**src/rtl/core/hcma_pkg.sv**
```systemverilog
package hcma_pkg;

  localparam int COUNT_WIDTH = 16;
  localparam int NUM_STATS   = 21;

  // Transaction modes
  localparam logic [1:0] MODE_INSERT = 2'd0;
  localparam logic [1:0] MODE_DUMP   = 2'd1;
  localparam logic [1:0] MODE_CLEAR  = 2'd2;

  // Statistic indexes
  localparam logic [4:0] STAT_COUNT      = 5'd0;
  localparam logic [4:0] STAT_WSUM       = 5'd1;
  localparam logic [4:0] STAT_W2SUM      = 5'd2;
  localparam logic [4:0] STAT_XMASS      = 5'd3;
  localparam logic [4:0] STAT_YMASS      = 5'd4;
  localparam logic [4:0] STAT_TMASS      = 5'd5;
  localparam logic [4:0] STAT_XMASS2     = 5'd6;
  localparam logic [4:0] STAT_YMASS2     = 5'd7;
  localparam logic [4:0] STAT_TMASS2     = 5'd8;
  localparam logic [4:0] STAT_TMIN       = 5'd9;
  localparam logic [4:0] STAT_TMAX       = 5'd10;
  localparam logic [4:0] STAT_XMIN       = 5'd11;
  localparam logic [4:0] STAT_XMAX       = 5'd12;
  localparam logic [4:0] STAT_YMIN       = 5'd13;
  localparam logic [4:0] STAT_YMAX       = 5'd14;
  localparam logic [4:0] STAT_XEARLY     = 5'd15;
  localparam logic [4:0] STAT_YEARLY     = 5'd16;
  localparam logic [4:0] STAT_XLATE      = 5'd17;
  localparam logic [4:0] STAT_YLATE      = 5'd18;
  localparam logic [4:0] STAT_LATE_FIRST = 5'd19;
  localparam logic [4:0] STAT_LATE_LAST  = 5'd20;

  // Multiplier operations, issued in this order for each hit
  typedef enum logic [3:0] {
    OP_W2   = 4'd0,
    OP_WX   = 4'd1,
    OP_WY   = 4'd2,
    OP_WTL  = 4'd3,
    OP_WTH  = 4'd4,
    OP_W2X  = 4'd5,
    OP_W2Y  = 4'd6,
    OP_W2TL = 4'd7,
    OP_W2TH = 4'd8
  } mul_op_t;

  // Controller to datapath commands
  typedef struct packed {
    logic       capture;
    logic       clear;
    logic       mul_en;
    mul_op_t    mul_op;
    logic       out_load;
    logic [4:0] stat_idx;
  } hcma_cmd_t;

endpackage

```
**src/rtl/core/hcma_ctrl.sv**
```systemverilog
module hcma_ctrl (
  input  logic                clk,
  input  logic                rst_n,
  input  logic                in_valid,
  output logic                in_stall,
  input  logic [1:0]          in_mode,
  output logic                out_valid,
  input  logic                out_stall,
  output hcma_pkg::hcma_cmd_t cmd
);
  import hcma_pkg::*;

  typedef enum logic [1:0] {
    ST_IDLE,
    ST_MUL,
    ST_DRAIN,
    ST_DUMP
  } state_t;

  state_t     state_r, state_nxt;
  logic [3:0] step_r, step_nxt;
  logic [4:0] idx_r, idx_nxt;
  logic       out_valid_r, out_valid_nxt;
  logic       accept;
  logic       out_free;

  assign in_stall  = (state_r != ST_IDLE);
  assign accept    = in_valid && (state_r == ST_IDLE);
  assign out_free  = !out_valid_r || !out_stall;
  assign out_valid = out_valid_r;

  // Sequence commands and next state
  always_comb begin
    state_nxt    = state_r;
    step_nxt     = step_r;
    idx_nxt      = idx_r;
    cmd          = '0;
    cmd.mul_op   = mul_op_t'(step_r);
    cmd.stat_idx = idx_r;
    case (state_r)
      ST_IDLE: begin
        if (accept) begin
          case (in_mode)
            MODE_INSERT: begin
              cmd.capture = 1'b1;
              step_nxt    = 4'd0;
              state_nxt   = ST_MUL;
            end
            MODE_DUMP: begin
              idx_nxt   = STAT_COUNT;
              state_nxt = ST_DUMP;
            end
            MODE_CLEAR: cmd.clear = 1'b1;
            default: ;
          endcase
        end
      end
      ST_MUL: begin
        cmd.mul_en = 1'b1;
        if (mul_op_t'(step_r) == OP_W2TH) begin
          state_nxt = ST_DRAIN;
        end else begin
          step_nxt = step_r + 4'd1;
        end
      end
      ST_DRAIN: state_nxt = ST_IDLE;
      ST_DUMP: begin
        if (out_free) begin
          cmd.out_load = 1'b1;
          if (idx_r == STAT_LATE_LAST) begin
            cmd.clear = 1'b1;
            state_nxt = ST_IDLE;
          end else begin
            idx_nxt = idx_r + 5'd1;
          end
        end
      end
      default: state_nxt = ST_IDLE;
    endcase
  end

  // Hold output valid until the receiver takes the transaction
  always_comb begin
    out_valid_nxt = out_valid_r;
    if (cmd.out_load) begin
      out_valid_nxt = 1'b1;
    end else if (!out_stall) begin
      out_valid_nxt = 1'b0;
    end
  end

  always_ff @(posedge clk) begin
    if (!rst_n) begin
      state_r     <= ST_IDLE;
      step_r      <= 4'd0;
      idx_r       <= 5'd0;
      out_valid_r <= 1'b0;
    end else begin
      state_r     <= state_nxt;
      step_r      <= step_nxt;
      idx_r       <= idx_nxt;
      out_valid_r <= out_valid_nxt;
    end
  end

endmodule

```
**config.mk**
```make
export PLATFORM = sky130hd
export DESIGN_NAME = hcma_ctrl
export DESIGN_NICKNAME = d
export VERILOG_FILES = /design/src/rtl/core/hcma_pkg.sv /design/src/rtl/core/hcma_ctrl.sv
export SDC_FILE = /design/constraint.sdc
export NUM_CORES = 1
export LEC_CHECK = 0
export BUFFER_PORTS_ARGS = -buffer_cell sky130_fd_sc_hd__buf_4
export CAP_MARGIN = 20
export CORE_MARGIN = 1
export CORE_UTILIZATION = 45
export DETAILED_ROUTE_END_ITERATION = 6
export MAX_ROUTING_LAYER = met4
export PLACE_DENSITY = 0.67
export SETUP_SLACK_MARGIN = 0.02
export SYNTH_ARGS = -nofsm -noshare
export SYNTH_HDL_FRONTEND = slang
export SYNTH_SLANG_ARGS = --single-unit
export TNS_END_PERCENT = 20
```
**constraint.sdc**
```tcl
create_clock -name clk -period 1.7 [get_ports clk]
set_input_delay 0.255 -clock clk [delete_from_list [all_inputs] [get_ports clk]]
set_output_delay 0.255 -clock clk [all_outputs]
set_load 0.05 [all_outputs]
```
# After elaboration in Yosys (flattened, before gate mapping)
# Index checks and enable logic that the tools add are counted.
dict set report op_classes {
  eq_ne 17
  n_reduce_logical 12
  mux 27
  n_addsub 2
}
# operator n
set ops {}
lappend ops {{5-bit two-way mux} 4}
lappend ops {{4-bit two-way mux} 3}
lappend ops {{2-bit inequality test (second input constant)} 6}
lappend ops {{1-bit two-way mux} 10}
lappend ops {{2-bit two-way mux} 5}
lappend ops {{5-bit case mux with 2 select lines} 1}
lappend ops {{5-bit AND reduction} 2}
lappend ops {{2-bit case mux with 4 select lines} 1}
lappend ops {{4-bit case mux with 2 select lines} 1}
lappend ops {{2-bit == test (second input constant)} 3}
lappend ops {{2-bit by 1-bit inequality test with 1-bit output (second input constant)} 3}
lappend ops {{2-bit nonzero test} 3}
lappend ops {{5-bit by 1-bit adder with 5-bit output (second input constant)} 1}
lappend ops {{5-bit == test (second input constant)} 1}
lappend ops {{4-bit by 1-bit adder with 4-bit output (second input constant)} 1}
lappend ops {{2-bit by 1-bit == test with 1-bit output (second input constant)} 2}
lappend ops {{4-bit == test (second input constant)} 1}
lappend ops {{2-bit zero test} 2}
lappend ops {{2-bit case mux with 2 select lines} 1}
lappend ops {{4-bit AND reduction} 1}
lappend ops {{3-bit by 1-bit inequality test with 1-bit output (second input constant)} 1}
lappend ops {{1-bit zero test} 2}
lappend ops {{1-bit case mux with 2 select lines} 1}
lappend ops {{1-bit logical AND} 1}
lappend ops {{1-bit logical OR} 1}
dict set report word_totals {
  out_inout_bits 15
  register_bits 12
  word_cells 62
  inputBits 6
}

# Logic depth before layout (Yosys ltp)
dict set report depth {
  ltp_word 5
  depth_mapped 7
}

# Least setup slack after synthesis
# OpenSTA, ideal clock, no wires.
dict set report synth_timing {
  path_kind {register to output}
  from {register idx_r[0]}
  to {output cmd[11] (netlist name)}
  required_ns 1.445
  arrival_time_ns 1.874
  slack_ns -0.429
  stages_incl_launch_ff 6
  cell_sequence {dfxtp_1 inv_1 ha_1 and4b_1 nand2_1 a21oi_1}
}
# element line
set synth_lines {}
lappend synth_lines {{start, declared} hcma_ctrl.sv:22} ;# logic [4:0] idx_r, idx_nxt;
lappend synth_lines {{start signal, assigned} hcma_ctrl.sv:101} ;# idx_r <= idx_nxt;
lappend synth_lines {{end, declared} hcma_ctrl.sv:9} ;# output hcma_pkg::hcma_cmd_t cmd

==> metrics <==
leakage power summed over all cells 0.511 nW; endpoint kind of the worst setup timing path primary output; WP data required 1440 ps; Critical Path Fanout Max 2; Int Power 0.000663 W; Total Negative Setup Slacks 0 ps; TritonCTS clock tree built; sinks on the clock net 12; core region area 1780 um^2; H-Tree Depth 1; Switching Share 43.2%; DRT iter0 DRCs 26; overall power after layout 0.00117 W; transition time of the tightest slew-check pin 226 ps; combinational cell fraction of total power 51.5%; post-synthesis cell type count 38; clock-pin transition on the worst setup and hold timing paths 90 ps; Crit Path Class reg2out; Post-Syn Instances 104; TritonRoute pass-1 iters 4; clock network power share 20.8%; HPWL reported at the end of detailed placement 1460 um; Top Ports 21; switching pwr 0.000504 W; GRT Residual Overflow 0; number of warning messages in the yosys log 0; vertical extent of the die 46.1 um; initial antenna violation count 0; number of global-route vias before repair 746; top metal layer carrying routed signals met4; final clock period utilization by the worst path 99.2%; post-detailed-route via-to-cell ratio 5.51; routed vias 859; top cell type's share of synthesized area 27.4%; FFs w/ async S/R, synth 0%; top cells by area in the synthesized netlist sky130_fd_sc_hd__dfxtp_1, sky130_fd_sc_hd__ha_1, sky130_fd_sc_hd__nand2_1; primary flip-flop cell chosen by synthesis mapping sky130_fd_sc_hd__dfxtp_1; Die ar. 2130 um^2; Critical Path Max Stage Delay 360 ps; width of the die 46.1 um; number of placement rows 15; starting utilization of the core area 49.1%; Max Slew Vio Count 0; RSZ-0062 raised after global routing yes; count of input and output buffers 20; flop and latch count out of synthesis 12; length of routed met3 wiring 122 um; detailed-routing wirelength on met1 949 um; clock buffers created by TritonCTS 3; buffers from clock root to sink, at most 2; Worst slew margin 84.5%; fraction of final layout cells with drive strength greater than 1 42.0%; area of the mapped netlist 876 um^2; wire length per cell after detailed routing 13.4 um; Worst-Skew Late Latency 290 ps; Residual DRC 0; Flop pwr share 27.7%; setup clock skew after layout 9.61 ps; nature of the critical path startpoint flop; pin count of the biggest net entering global routing 18; cell type with the largest total area after synthesis sky130_fd_sc_hd__dfxtp_1; power density over the cells 979 nW/um^2; fmax 0.593 GHz; cell-by-cell listing of the critical path inv_4 -> ha_4 -> and4b_1 -> nand2_2 -> a21oi_4 -> buf_6; Total Routing Usage GR 22.2%; drt total wl 2080 um; clock root buffer sky130_fd_sc_hd__clkbuf_4; cell with the largest stage delay on the worst path sky130_fd_sc_hd__dfxtp_4; class of the tightest hold or removal check in2reg; minimum period implied by the final worst setup slack 1690 ps; number of max-cap violations 0; Synth-to-Final Area Change 36.0%; Diodes inserted 0; total count of hold-check failures in the final report 0; outcome finished clean; Worst Path Buf+Inv 2; first-pass GRT wire length 3190 um; Avg Synthesized Cell Area 8.42 um^2; total setup violations reported at the end of the flow 0; Arr. time, crit path 1430 ps; part of the Yosys area used for sequential elements 27.4%; cell family with the largest share of critical-path delay flip-flops; weighted congestion reported at the end of routability-driven placement 0.817; maximum resistive drop on vdd 0.608 mV; number of hold buffers added after cts 0; count of flip-flops with a built-in enable after synthesis 0; post-route antenna net violation count 0; total met2 wirelength after detailed routing 968 um; net total in the final layout 146; Post-Synthesis Net Count 118
cell usage after synthesis, types with 3 or more instances:
library cell,instances
sky130_fd_sc_hd__a21boi_1,3
sky130_fd_sc_hd__a21oi_1,3
sky130_fd_sc_hd__dfxtp_1,12
sky130_fd_sc_hd__ha_1,8
sky130_fd_sc_hd__inv_1,8
sky130_fd_sc_hd__mux2i_1,3
sky130_fd_sc_hd__nand2_1,16
sky130_fd_sc_hd__nand3_1,3
sky130_fd_sc_hd__nand4_1,7
sky130_fd_sc_hd__nand4b_1,3
sky130_fd_sc_hd__nor2_1,4
placed cells by master, fill, tap and decap left out, drive strengths merged, types with 2 or more instances in the layout:
master	instances
buf	28
nand2	16
dfxtp	12
inv	8
ha	8
nand4	7
nor2	4
nand4b	4
clkbuf	4
a21oi	4
nand3	3
mux2i	3
a21boi	3
o21ai	3
and2	2
o2111ai	2
xor2	2
o211ai	2
o22ai	2
path summary, 6_finish.rpt:
path | from | endpoint | slack, ps | depth (start not counted)
setup / recovery | idx_r[0] | cmd[11] | 10 | 6
setup reg to reg | state_r[1] | step_r[3] | 200 | 7
hold reg to reg | state_r[0] | state_r[0] | 500 | 2
hold / removal | rst_n | out_valid | 300 | 2
sequential cells by signal (all words and copies together), names as in the netlist:
signal,flops
idx_r,5
out_valid,1
state_r,2
step_r,4
timing repair:
item	4_1_cts	5_1_grt
setup buffers	6	0
setup endpoints to repair	2	4
resized for setup	16	1
pin swaps	6	0
through the flow:
stage / hold slack, ps / instance area, um^2 / worst slack, ps / instances / util (%)
floorplan: 455 / 891 / 8.38 / 104 / -
global placement: 472 / 1060 / 167 / 146 / 59.2
detailed placement: 493 / 1060 / 133 / 146 / 59.2
CTS: 292 / 1190 / 1.42 / 156 / 66.7
global route: 299 / 1190 / -55.1 / 156 / 66.8
finish: 296 / 1190 / 14.2 / 156 / 66.8
power groups by stage:
stage / Combinational (W) / Clock [W] / Sequential, W
5_1_grt: 0.000645 / 0.000262 / 0.000326
2_1_floorplan: 0.000415 / 0 / 0.000333
6_report: 0.000601 / 0.000243 / 0.000324
3_3_place_gp: 0.000512 / 0 / 0.000322
3_5_place_dp: 0.000520 / 0 / 0.000326
4_1_cts: 0.000590 / 0.000250 / 0.000323
layer usage:
metal / GRT usage, % / vias up
li1: - / 427
met1: 26.6 / 400
met2: 34.6 / 27
met3: 3.92 / 5
met4: 12.9 / 0
met5: - / -
layout make-up:
cell class / count / area (um^2)
multi-input cells: 79 / 628
fillers: 164 / 592
flip-flops and latches: 12 / 249
repair buffers: 28 / 214
clock buffers: 4 / 36.3
inverters: 8 / 32.5
well taps: 25 / 31.3
logic make-up after synthesis:
| family | share of synthesized area (%) |
|---|---|
| flip-flops | 27.4 |
| buffers and inverters | 7.00 |
| AO/OA/AOI/OAI | 17.6 |
| adder cells (fa/ha/maj) | 11.4 |
| XOR/XNOR | 2.00 |
| multiplexers | 3.43 |
| AND/OR/NAND/NOR | 31.1 |
No activity file was read; power rests on OpenSTA's default activity.
